--- src/rtl/integer_to_radix_digits_macros.svh ---
// Assertion macros for the integer_to_radix_digits block.
// Included by RTL files that carry concurrent checks; no other dependencies.
`ifndef INTEGER_TO_RADIX_DIGITS_MACROS_SVH
`define INTEGER_TO_RADIX_DIGITS_MACROS_SVH
`ifndef SYNTHESIS
// property must hold at every clock edge outside reset
`define I2RD_ASSERT(label, clk, rstn, prop, msg) \
	label: assert property (@(posedge clk) disable iff (!rstn) prop) else $error(msg);
// condition must never be seen outside reset
`define I2RD_NEVER(label, clk, rstn, cond, msg) \
	label: assert property (@(posedge clk) disable iff (!rstn) !(cond)) else $error(msg);
`else
`define I2RD_ASSERT(label, clk, rstn, prop, msg)
`define I2RD_NEVER(label, clk, rstn, cond, msg)
`endif
`endif

--- src/rtl/i2rd_pkg.sv ---
// Shared types, constants and the digit-to-ASCII mapping for integer_to_radix_digits.
// No dependencies.
package i2rd_pkg;

	localparam int RADIX_W = 6;
	localparam int DIGIT_W = 6;
	localparam int CHAR_W  = 7;

	localparam logic [RADIX_W-1:0] RADIX_MIN   = 6'd2;
	localparam logic [RADIX_W-1:0] RADIX_MAX   = 6'd36;
	localparam logic [RADIX_W-1:0] RADIX_RESET = 6'd10;

	localparam logic [DIGIT_W-1:0] DIGIT_NINE = 6'd9;
	localparam logic [DIGIT_W-1:0] DIGIT_TEN  = 6'd10;
	localparam logic [CHAR_W-1:0]  CHAR_ZERO  = 7'h30; // '0'
	localparam logic [CHAR_W-1:0]  CHAR_A     = 7'h61; // 'a'

	// classification of one number, made in the front part
	typedef struct packed {
		logic [RADIX_W-1:0] radix;   // clamped radix, 2..36
		logic               is_zero; // value is zero: single '0'
	} cls_t;

	function automatic logic [CHAR_W-1:0] digit_to_char(input logic [DIGIT_W-1:0] d);
		logic [CHAR_W-1:0] c;
		if (d <= DIGIT_NINE) begin
			c = CHAR_ZERO + CHAR_W'(d);
		end else begin
			c = CHAR_A + CHAR_W'(d - DIGIT_TEN);
		end
		return c;
	endfunction

endpackage

--- src/rtl/integer_to_radix_digits.sv ---
// Top level of integer_to_radix_digits: front, queue and back parts wired together.
// Depends on i2rd_pkg, i2rd_front, i2rd_queue and i2rd_back.
//
//  channel  | ports                              | handshake
//  ---------+------------------------------------+-------------------------------
//  config   | radix_we, radix_wdata              | write at edge with radix_we high
//  command  | start, value, busy                 | beat at edge with start & !busy
//  result   | strobe, digit_char, last_digit     | beat on every strobe cycle
//
// In the back part, the bit-serial divider makes one quotient bit per cycle, and each
// emitted character takes one read of the digit store; a zero skips the divider.
// The first character shows in the cycle after the emit phase starts; characters then follow
// on consecutive cycles, most significant first.
// Reset (arst_n low) clears the queue and sequencer and sets radix to 10; the digit store
// is always written before it is read and needs no clearing.
// busy rises only when the two-entry queue is full; results cannot be stalled.
module integer_to_radix_digits #(
	parameter int VALUE_WIDTH = 32,
	parameter int MAX_DIGITS  = 32
) (
	input  logic                         clk,
	input  logic                         arst_n,
	input  logic                         radix_we,
	input  logic [i2rd_pkg::RADIX_W-1:0] radix_wdata,
	input  logic                         start,
	input  logic [VALUE_WIDTH-1:0]       value,
	output logic                         busy,
	output logic                         strobe,
	output logic [i2rd_pkg::CHAR_W-1:0]  digit_char,
	output logic                         last_digit
);

	// front -> queue
	logic                          push;
	logic [VALUE_WIDTH-1:0]        push_value;
	i2rd_pkg::cls_t                push_cls;
	logic                          q_full;

	// queue -> back
	logic                          q_valid;
	logic [VALUE_WIDTH-1:0]        q_value;
	i2rd_pkg::cls_t                q_cls;
	logic                          pop;

	// back -> result port
	logic [i2rd_pkg::DIGIT_W-1:0]  digit;

	i2rd_front #(
		.VALUE_WIDTH (VALUE_WIDTH)
	) u_front (
		.clk         (clk),
		.arst_n      (arst_n),
		.radix_we    (radix_we),
		.radix_wdata (radix_wdata),
		.start       (start),
		.value       (value),
		.q_full      (q_full),
		.busy        (busy),
		.push        (push),
		.push_value  (push_value),
		.push_cls    (push_cls)
	);

	// lets the front take new numbers while the back is still dividing
	i2rd_queue #(
		.VALUE_WIDTH (VALUE_WIDTH)
	) u_queue (
		.clk        (clk),
		.arst_n     (arst_n),
		.push       (push),
		.push_value (push_value),
		.push_cls   (push_cls),
		.pop        (pop),
		.full       (q_full),
		.valid      (q_valid),
		.pop_value  (q_value),
		.pop_cls    (q_cls)
	);

	i2rd_back #(
		.VALUE_WIDTH (VALUE_WIDTH),
		.MAX_DIGITS  (MAX_DIGITS)
	) u_back (
		.clk     (clk),
		.arst_n  (arst_n),
		.q_valid (q_valid),
		.q_value (q_value),
		.q_cls   (q_cls),
		.pop     (pop),
		.strobe  (strobe),
		.digit   (digit),
		.last    (last_digit)
	);

	// digit value to ASCII: '0'-'9', then 'a' onward
	assign digit_char = i2rd_pkg::digit_to_char(digit);

endmodule

--- src/rtl/i2rd_front.sv ---
// Front part: radix register, command accept and classification of each number.
// Depends on i2rd_pkg.
module i2rd_front #(
	parameter int VALUE_WIDTH = 32
) (
	input  logic                          clk,
	input  logic                          arst_n,
	input  logic                          radix_we,
	input  logic [i2rd_pkg::RADIX_W-1:0]  radix_wdata,
	input  logic                          start,
	input  logic [VALUE_WIDTH-1:0]        value,
	input  logic                          q_full,
	output logic                          busy,
	output logic                          push,
	output logic [VALUE_WIDTH-1:0]        push_value,
	output i2rd_pkg::cls_t                push_cls
);

	logic [i2rd_pkg::RADIX_W-1:0] radix_q;

	always_ff @(posedge clk or negedge arst_n) begin
		if (!arst_n) begin
			radix_q <= i2rd_pkg::RADIX_RESET;
		end else if (radix_we) begin
			radix_q <= radix_wdata;
		end
	end

	assign busy       = q_full;
	assign push       = start && !q_full;
	assign push_value = value;

	always_comb begin
		if (radix_q < i2rd_pkg::RADIX_MIN) begin
			push_cls.radix = i2rd_pkg::RADIX_MIN;
		end else if (radix_q > i2rd_pkg::RADIX_MAX) begin
			push_cls.radix = i2rd_pkg::RADIX_MAX;
		end else begin
			push_cls.radix = radix_q;
		end
		push_cls.is_zero = (value == '0);
	end

endmodule

--- src/rtl/i2rd_queue.sv ---
// Two-entry queue of classified numbers between front and back parts.
// Depends on i2rd_pkg.
module i2rd_queue #(
	parameter int VALUE_WIDTH = 32
) (
	input  logic                   clk,
	input  logic                   arst_n,
	input  logic                   push,
	input  logic [VALUE_WIDTH-1:0] push_value,
	input  i2rd_pkg::cls_t         push_cls,
	input  logic                   pop,
	output logic                   full,
	output logic                   valid,
	output logic [VALUE_WIDTH-1:0] pop_value,
	output i2rd_pkg::cls_t         pop_cls
);

	logic [VALUE_WIDTH-1:0] val_q [2];
	i2rd_pkg::cls_t         cls_q [2];
	logic                   wr_ptr_q;
	logic                   rd_ptr_q;
	logic [1:0]             count_q;

	always_ff @(posedge clk or negedge arst_n) begin
		if (!arst_n) begin
			wr_ptr_q <= 1'b0;
			rd_ptr_q <= 1'b0;
			count_q  <= 2'd0;
		end else begin
			if (push) begin
				wr_ptr_q <= !wr_ptr_q;
			end
			if (pop) begin
				rd_ptr_q <= !rd_ptr_q;
			end
			if (push && !pop) begin
				count_q <= count_q + 2'd1;
			end else if (pop && !push) begin
				count_q <= count_q - 2'd1;
			end
		end
	end

	always_ff @(posedge clk) begin
		if (push) begin
			val_q[wr_ptr_q] <= push_value;
			cls_q[wr_ptr_q] <= push_cls;
		end
	end

	assign full      = (count_q == 2'd2);
	assign valid     = (count_q != 2'd0);
	assign pop_value = val_q[rd_ptr_q];
	assign pop_cls   = cls_q[rd_ptr_q];

endmodule

--- src/rtl/i2rd_back.sv ---
// Back part: bit-serial radix divider, digit store and MSB-first digit emitter.
// Depends on i2rd_pkg and integer_to_radix_digits_macros.svh.
`include "integer_to_radix_digits_macros.svh"
module i2rd_back #(
	parameter int VALUE_WIDTH = 32,
	parameter int MAX_DIGITS  = 32
) (
	input  logic                          clk,
	input  logic                          arst_n,
	input  logic                          q_valid,
	input  logic [VALUE_WIDTH-1:0]        q_value,
	input  i2rd_pkg::cls_t                q_cls,
	output logic                          pop,
	output logic                          strobe,
	output logic [i2rd_pkg::DIGIT_W-1:0]  digit,
	output logic                          last
);

	localparam int CNT_W  = $clog2(VALUE_WIDTH);
	localparam int NDIG_W = $clog2(MAX_DIGITS + 1);
	localparam int ADDR_W = $clog2(MAX_DIGITS);
	localparam int SH_W   = i2rd_pkg::RADIX_W + 1;

	typedef enum logic [1:0] {ST_IDLE, ST_DIV, ST_EMIT} state_t;

	state_t                        state_q;
	logic [CNT_W-1:0]              cnt_q;
	logic [VALUE_WIDTH-1:0]        dvd_q;
	logic [i2rd_pkg::RADIX_W-1:0]  rem_q;
	logic [i2rd_pkg::RADIX_W-1:0]  radix_q;
	logic [NDIG_W-1:0]             ndig_q;
	logic [ADDR_W-1:0]             rd_addr_q;
	logic                          rd_valid_s1;
	logic                          rd_last_s1;
	logic [i2rd_pkg::DIGIT_W-1:0]  rd_data_s1;

	logic [i2rd_pkg::DIGIT_W-1:0]  mem [MAX_DIGITS];

	// one restoring division step
	logic [SH_W-1:0]               shifted;
	logic                          ge;
	logic [i2rd_pkg::RADIX_W-1:0]  rem_n;
	logic [VALUE_WIDTH-1:0]        dvd_n;
	logic                          div_last;
	logic [NDIG_W-1:0]             ndig_n;
	logic                          div_done;
	logic                          wr_en;
	logic [ADDR_W-1:0]             wr_addr;
	logic [i2rd_pkg::DIGIT_W-1:0]  wr_data;
	logic                          rd_en;

	always_comb begin
		shifted  = {rem_q, dvd_q[VALUE_WIDTH-1]};
		ge       = (shifted >= {1'b0, radix_q});
		rem_n    = ge ? i2rd_pkg::RADIX_W'(shifted - {1'b0, radix_q})
		              : shifted[i2rd_pkg::RADIX_W-1:0];
		dvd_n    = {dvd_q[VALUE_WIDTH-2:0], ge};
		div_last = (state_q == ST_DIV) && (cnt_q == CNT_W'(VALUE_WIDTH - 1));
		ndig_n   = ndig_q + NDIG_W'(1);
		div_done = (dvd_n == '0) || (ndig_n == NDIG_W'(MAX_DIGITS));
	end

	assign pop = (state_q == ST_IDLE) && q_valid;

	always_comb begin
		wr_en   = 1'b0;
		wr_addr = ndig_q[ADDR_W-1:0];
		wr_data = rem_n;
		if (div_last) begin
			wr_en = 1'b1;
		end else if (pop && q_cls.is_zero) begin
			wr_en   = 1'b1;
			wr_addr = '0;
			wr_data = '0;
		end
	end

	assign rd_en = (state_q == ST_EMIT);

	always_ff @(posedge clk or negedge arst_n) begin
		if (!arst_n) begin
			state_q     <= ST_IDLE;
			cnt_q       <= '0;
			dvd_q       <= '0;
			rem_q       <= '0;
			radix_q     <= i2rd_pkg::RADIX_RESET;
			ndig_q      <= '0;
			rd_addr_q   <= '0;
			rd_valid_s1 <= 1'b0;
			rd_last_s1  <= 1'b0;
		end else begin
			rd_valid_s1 <= (state_q == ST_EMIT);
			rd_last_s1  <= (state_q == ST_EMIT) && (rd_addr_q == '0);
			unique case (state_q)
				ST_IDLE: begin
					if (q_valid) begin
						radix_q <= q_cls.radix;
						dvd_q   <= q_value;
						rem_q   <= '0;
						cnt_q   <= '0;
						ndig_q  <= '0;
						if (q_cls.is_zero) begin
							rd_addr_q <= '0;
							state_q   <= ST_EMIT;
						end else begin
							state_q <= ST_DIV;
						end
					end
				end
				ST_DIV: begin
					if (div_last) begin
						// digit done: keep quotient, restart remainder
						dvd_q  <= dvd_n;
						rem_q  <= '0;
						cnt_q  <= '0;
						ndig_q <= ndig_n;
						if (div_done) begin
							rd_addr_q <= ndig_q[ADDR_W-1:0];
							state_q   <= ST_EMIT;
						end
					end else begin
						cnt_q <= cnt_q + CNT_W'(1);
						dvd_q <= dvd_n;
						rem_q <= rem_n;
					end
				end
				ST_EMIT: begin
					if (rd_addr_q == '0) begin
						state_q <= ST_IDLE;
					end else begin
						rd_addr_q <= rd_addr_q - ADDR_W'(1);
					end
				end
				default: begin
					state_q <= ST_IDLE;
				end
			endcase
		end
	end

	always_ff @(posedge clk) begin
		if (wr_en) begin
			mem[wr_addr] <= wr_data;
		end
	end

	always_ff @(posedge clk) begin
		if (rd_en) begin
			rd_data_s1 <= mem[rd_addr_q];
		end
	end

	assign strobe = rd_valid_s1;
	assign digit  = rd_data_s1;
	assign last   = rd_last_s1;

	`I2RD_ASSERT(a_rem_below_radix, clk, arst_n, (state_q == ST_DIV) |-> (rem_q < radix_q), "remainder reached radix")
	`I2RD_ASSERT(a_digits_contiguous, clk, arst_n, (rd_valid_s1 && !rd_last_s1) |=> rd_valid_s1, "gap inside a number")
	`I2RD_ASSERT(a_gap_after_last, clk, arst_n, (rd_valid_s1 && rd_last_s1) |=> !rd_valid_s1, "beat right after last digit")
	`I2RD_NEVER(n_digit_range, clk, arst_n, rd_valid_s1 && (rd_data_s1 >= radix_q), "digit not below radix")

endmodule
--- config.mk ---
export PLATFORM = sky130hd
export DESIGN_NAME = integer_to_radix_digits
export DESIGN_NICKNAME = d
export VERILOG_FILES = /design/src/rtl/i2rd_pkg.sv /design/src/rtl/integer_to_radix_digits.sv /design/src/rtl/i2rd_front.sv /design/src/rtl/i2rd_queue.sv /design/src/rtl/i2rd_back.sv
export VERILOG_INCLUDE_DIRS = /design/src /design/src/rtl
export SDC_FILE = /design/constraint.sdc
export NUM_CORES = 1
export LEC_CHECK = 0
export ABC_AREA = 1
export BUFFER_PORTS_ARGS = -buffer_cell sky130_fd_sc_hd__clkbuf_2
export CAP_MARGIN = 30
export CORE_UTILIZATION = 65
export DETAILED_ROUTE_END_ITERATION = 8
export GPL_TIMING_DRIVEN = 1
export PLACE_DENSITY = 0.83
export SLEW_MARGIN = 10
export SYNTH_ARGS = -nofsm -noshare
export SYNTH_HDL_FRONTEND = slang
export SYNTH_SLANG_ARGS = --single-unit
--- constraint.sdc ---
create_clock -name clk -period 7.3 [get_ports clk]
set_input_delay 0.365 -clock clk [delete_from_list [all_inputs] [get_ports clk]]
set_output_delay 0.365 -clock clk [all_outputs]
set_load 0.1 [all_outputs]
==> qor.csv <==
metric;value;unit
total track usage;0.287;
time the final worst path needs with I/O delays and setup;3320;ps
overall power consumption;7.45;mW
wire length of the first global-routing pass;52200;um
most frequent standard cell in the layout excluding fill and tap cells;sky130_fd_sc_hd__edfxtp_1;
run status;complete, but fails checks;
maximum clock skew at final layout;19.3;ps
Iter 0 DRT Violations;1001;
Post-Synthesis Cell Area;15000;um^2
violations in the final reports;DRC;
first element of the critical path;u_back.cnt_q[0];
Reg2Reg Capture Point;u_back.mem[5][2];
worst-case headroom to the max-slew limit;0.343;
Int Power;4.50;mW
count of mapped cells out of synthesis;1377;
proportion of power drawn by flip-flops and latches;0.405;
Clk Latency, worst-skew pair;520;ps
R2R Path Start;u_back.cnt_q[0];
quantity of gates resized following cts;0;
setup slack of the most critical reg-to-reg path;3980;ps
Critical Path Fanout Max;11;
crit share post-route;0.455;
register clock-pin slew on the reported worst setup and hold paths;60;ps
Clock Root Buffer;sky130_fd_sc_hd__clkbuf_16;
Achievable Freq;301;MHz
residual DRC count;2;
net switching power of the design;2.95;mW
DRT antenna net count;0;
detailed-route wire length;32900;um
layout cells sized above 1;0.100;
Net Count, Synth;1441;
Die Y;154;um
initial cell density of the core;0.661;
top library cells by usage in the layout, fill and taps aside;sky130_fd_sc_hd__edfxtp_1, sky130_fd_sc_hd__nand2_1, sky130_fd_sc_hd__nor2_1;
critical path class;reg -> reg;
number of storage elements in the synthesis netlist;350;
Diodes inserted;0;
share of total power in the clock network;0.230;
leakage power of the design;6.41;nW
part of the power in combinational logic;0.366;
Core Box Area;22600;um^2
Final setup violation count;0;
Num Clock Sinks;350;
number of distinct library cells after synthesis;45;
overflow left after global routing;0;
number of hold violations in the final report;0;
number of setup buffers added after CTS;0;
accumulated negative setup slack;0;ps
initial antenna violation count;0;
data required time of the critical path;7460;ps
Synthesis Warnings;0;
weighted congestion at the end of routability-driven global placement;0.881;
power density relative to cell area;449;nW/um^2
area growth from synthesis to final layout;10.9;%
nets;1478;
worst voltage drop across the vdd grid;0.346;mV
1st-pass router iterations;7;
termination of the worst setup path;u_back.mem[5][2];
DPL Wire Length;20100;um
via total after detailed routing;10500;
WL per Instance;19.1;um
worst hold-check slack;61.3;ps
FF-to-FF path depth;11;
H-tree levels;2;
CTS tree;built;
number of port buffers;51;
Hold/Removal Path Class;in -> reg;
die area;23600;um^2
number of synthesized flops with an enable pin;276;
sequential cell area fraction in the yosys report;0.678;
Top-Level Pins;52;
width of the chip;154;um
leading register cell type out of synthesis;sky130_fd_sc_hd__edfxtp_1;
signal arrival time at the worst endpoint;3480;ps
actual slew at the worst max-slew pin;981;ps
cts hold-fix bufs;0;
switching part of the total power;0.396;
maximum number of buffers from clock root to sink;3;
maximum number of pins on one net before global-route repair;99;
post-detailed-route via-to-cell ratio;6.10;
num rows;55;
Final Slew Violations;0;
critical path startpoint category;flop;
Post-Synthesis Mean Instance Area;10.9;um^2
via count of the first global-routing pass;10500;
async set or reset register ratio after synthesis;0.211;
unrepaired setup endpoints after global routing;false;
max_cap viols;0;
clock buffers created by TritonCTS;35;
critical path capture point type;flop;
## cell type report
cell class / count / area (um^2)
fillers: 1431 / 6040
clock buffers: 53 / 1020
flip-flops and latches: 350 / 10100
multi-input cells: 886 / 4290
clock inverters: 9 / 66.3
inverters: 72 / 270
repair buffers: 69 / 453
well taps: 285 / 357
## synth_stat cells, types with 3 or more instances
library cell               number  area (um^2)
sky130_fd_sc_hd__edfxtp_1     276         8290
sky130_fd_sc_hd__nand2_1      269         1010
sky130_fd_sc_hd__nor2_1       193          724
sky130_fd_sc_hd__o21ai_0      173          866
sky130_fd_sc_hd__nand3_1       82          410
sky130_fd_sc_hd__dfrtp_1       70         1750
sky130_fd_sc_hd__inv_1         67          251
sky130_fd_sc_hd__o22ai_1       53          332
sky130_fd_sc_hd__clkbuf_1      42          158
sky130_fd_sc_hd__ha_1          21          263
sky130_fd_sc_hd__nand4_1       13         81.3
sky130_fd_sc_hd__a21oi_1       12         60.1
sky130_fd_sc_hd__o21ai_1       12         60.1
sky130_fd_sc_hd__buf_2         11         55.1
sky130_fd_sc_hd__buf_1         10         37.5
sky130_fd_sc_hd__nor3_1         9         45.0
sky130_fd_sc_hd__nor4_1         8         50.1
sky130_fd_sc_hd__xor2_1         8         70.1
sky130_fd_sc_hd__a31oi_1        6         37.5
sky130_fd_sc_hd__nor2_2         5         31.3
sky130_fd_sc_hd__buf_4          4         30.0
sky130_fd_sc_hd__dfstp_2        4          105
sky130_fd_sc_hd__inv_2          3         11.3
## registers in the layout, summed over array words and instances (netlist names), 2 cells and up
| name | count |
|---|---|
| u_back.cnt_q | 5 |
| u_back.radix_q | 6 |
| u_queue.count_q | 2 |
| u_back.ndig_q | 6 |
| u_back.rd_addr_q | 5 |
| u_queue.val_q | 64 |
| u_back.mem | 192 |
| u_queue.cls_q | 14 |
| u_back.dvd_q | 32 |
| u_back.state_q | 2 |
| u_back.rem_q | 6 |
| u_back.digit | 6 |
| u_front.radix_q | 6 |
## metal layers
metal / share of wire / track usage / wire length (um) / vias up
met5: 0 / 0 / 0 / -
met4: 0.038 / 0.141 / 1250 / 0
met3: 0.072 / 0.0493 / 2390 / 95
met2: 0.51 / 0.505 / 16900 / 498
met1: 0.38 / 0.342 / 12400 / 5022
li1: - / - / - / 4897
## kinds of logic (layout without fill, tap and decap cells)
| kind of cell | Yosys count | count (layout) | share of synthesized area |
|---|---|---|---|
| AND/OR/NAND/NOR | 590 | 590 | 0.163 |
| flip-flops | 350 | 350 | 0.678 |
| multiplexers | 1 | 1 | 0.000752 |
| adder cells (fa/ha/maj) | 22 | 22 | 0.0189 |
| XOR/XNOR | 9 | 9 | 0.00527 |
| AO/OA/AOI/OAI | 264 | 264 | 0.0962 |
| buffers and inverters | 141 | 203 | 0.0379 |
## critical path, cell delays in order, from the launching register on
cell and delay [ps]:
sky130_fd_sc_hd__dfrtp_1 420, sky130_fd_sc_hd__ha_1 240, sky130_fd_sc_hd__inv_1 80, sky130_fd_sc_hd__nor3_1 60
sky130_fd_sc_hd__ha_1 230, sky130_fd_sc_hd__nand2_4 100, sky130_fd_sc_hd__inv_1 90, sky130_fd_sc_hd__nor3_2 810
sky130_fd_sc_hd__nor2_1 220, sky130_fd_sc_hd__nor2_1 160, sky130_fd_sc_hd__nand2_1 140, sky130_fd_sc_hd__nor2_1 430
## how the worst min path moves through the flow
| stage | cells past startpoint | startpoint | to |
|---|---|---|---|
| 3_5_place_dp | 2 | u_back.radix_q[3] | u_back.radix_q[3] |
| 4_1_cts | 1 | arst_n | u_back.dvd_q[15] |
| 2_1_floorplan | 0 | arst_n | u_back.cnt_q[0] |
| 5_1_grt | 1 | value[25] | u_queue.val_q[0][25] |
| 6_report | 1 | value[25] | u_queue.val_q[0][25] |
| 3_3_place_gp | 2 | u_queue.cls_q[0][2] | u_back.radix_q[1] |
## power by group through the flow
stage / clock network, mW / logic (mW) / registers, mW
5_1_grt: 1.80 / 2.99 / 3.04
4_1_cts: 1.72 / 2.69 / 3.01
3_5_place_dp: 0 / 2.66 / 3.05
2_1_floorplan: 0 / 1.87 / 3.03
6_report: 1.71 / 2.73 / 3.02
3_3_place_gp: 0 / 2.55 / 3.03
## metrics by stage
step	instance area [um^2]	utilization	std cells	setup WS (ps)
3_5_place_dp	15500	0.683	1659	4080
6_report	16600	0.733	1724	3980
3_3_place_gp	15400	0.681	1657	4240
5_1_grt	16600	0.733	1724	3760
4_1_cts	16500	0.731	1721	4040
2_1_floorplan	15000	-	1377	3480
Power figures use the tool's default switching activity.
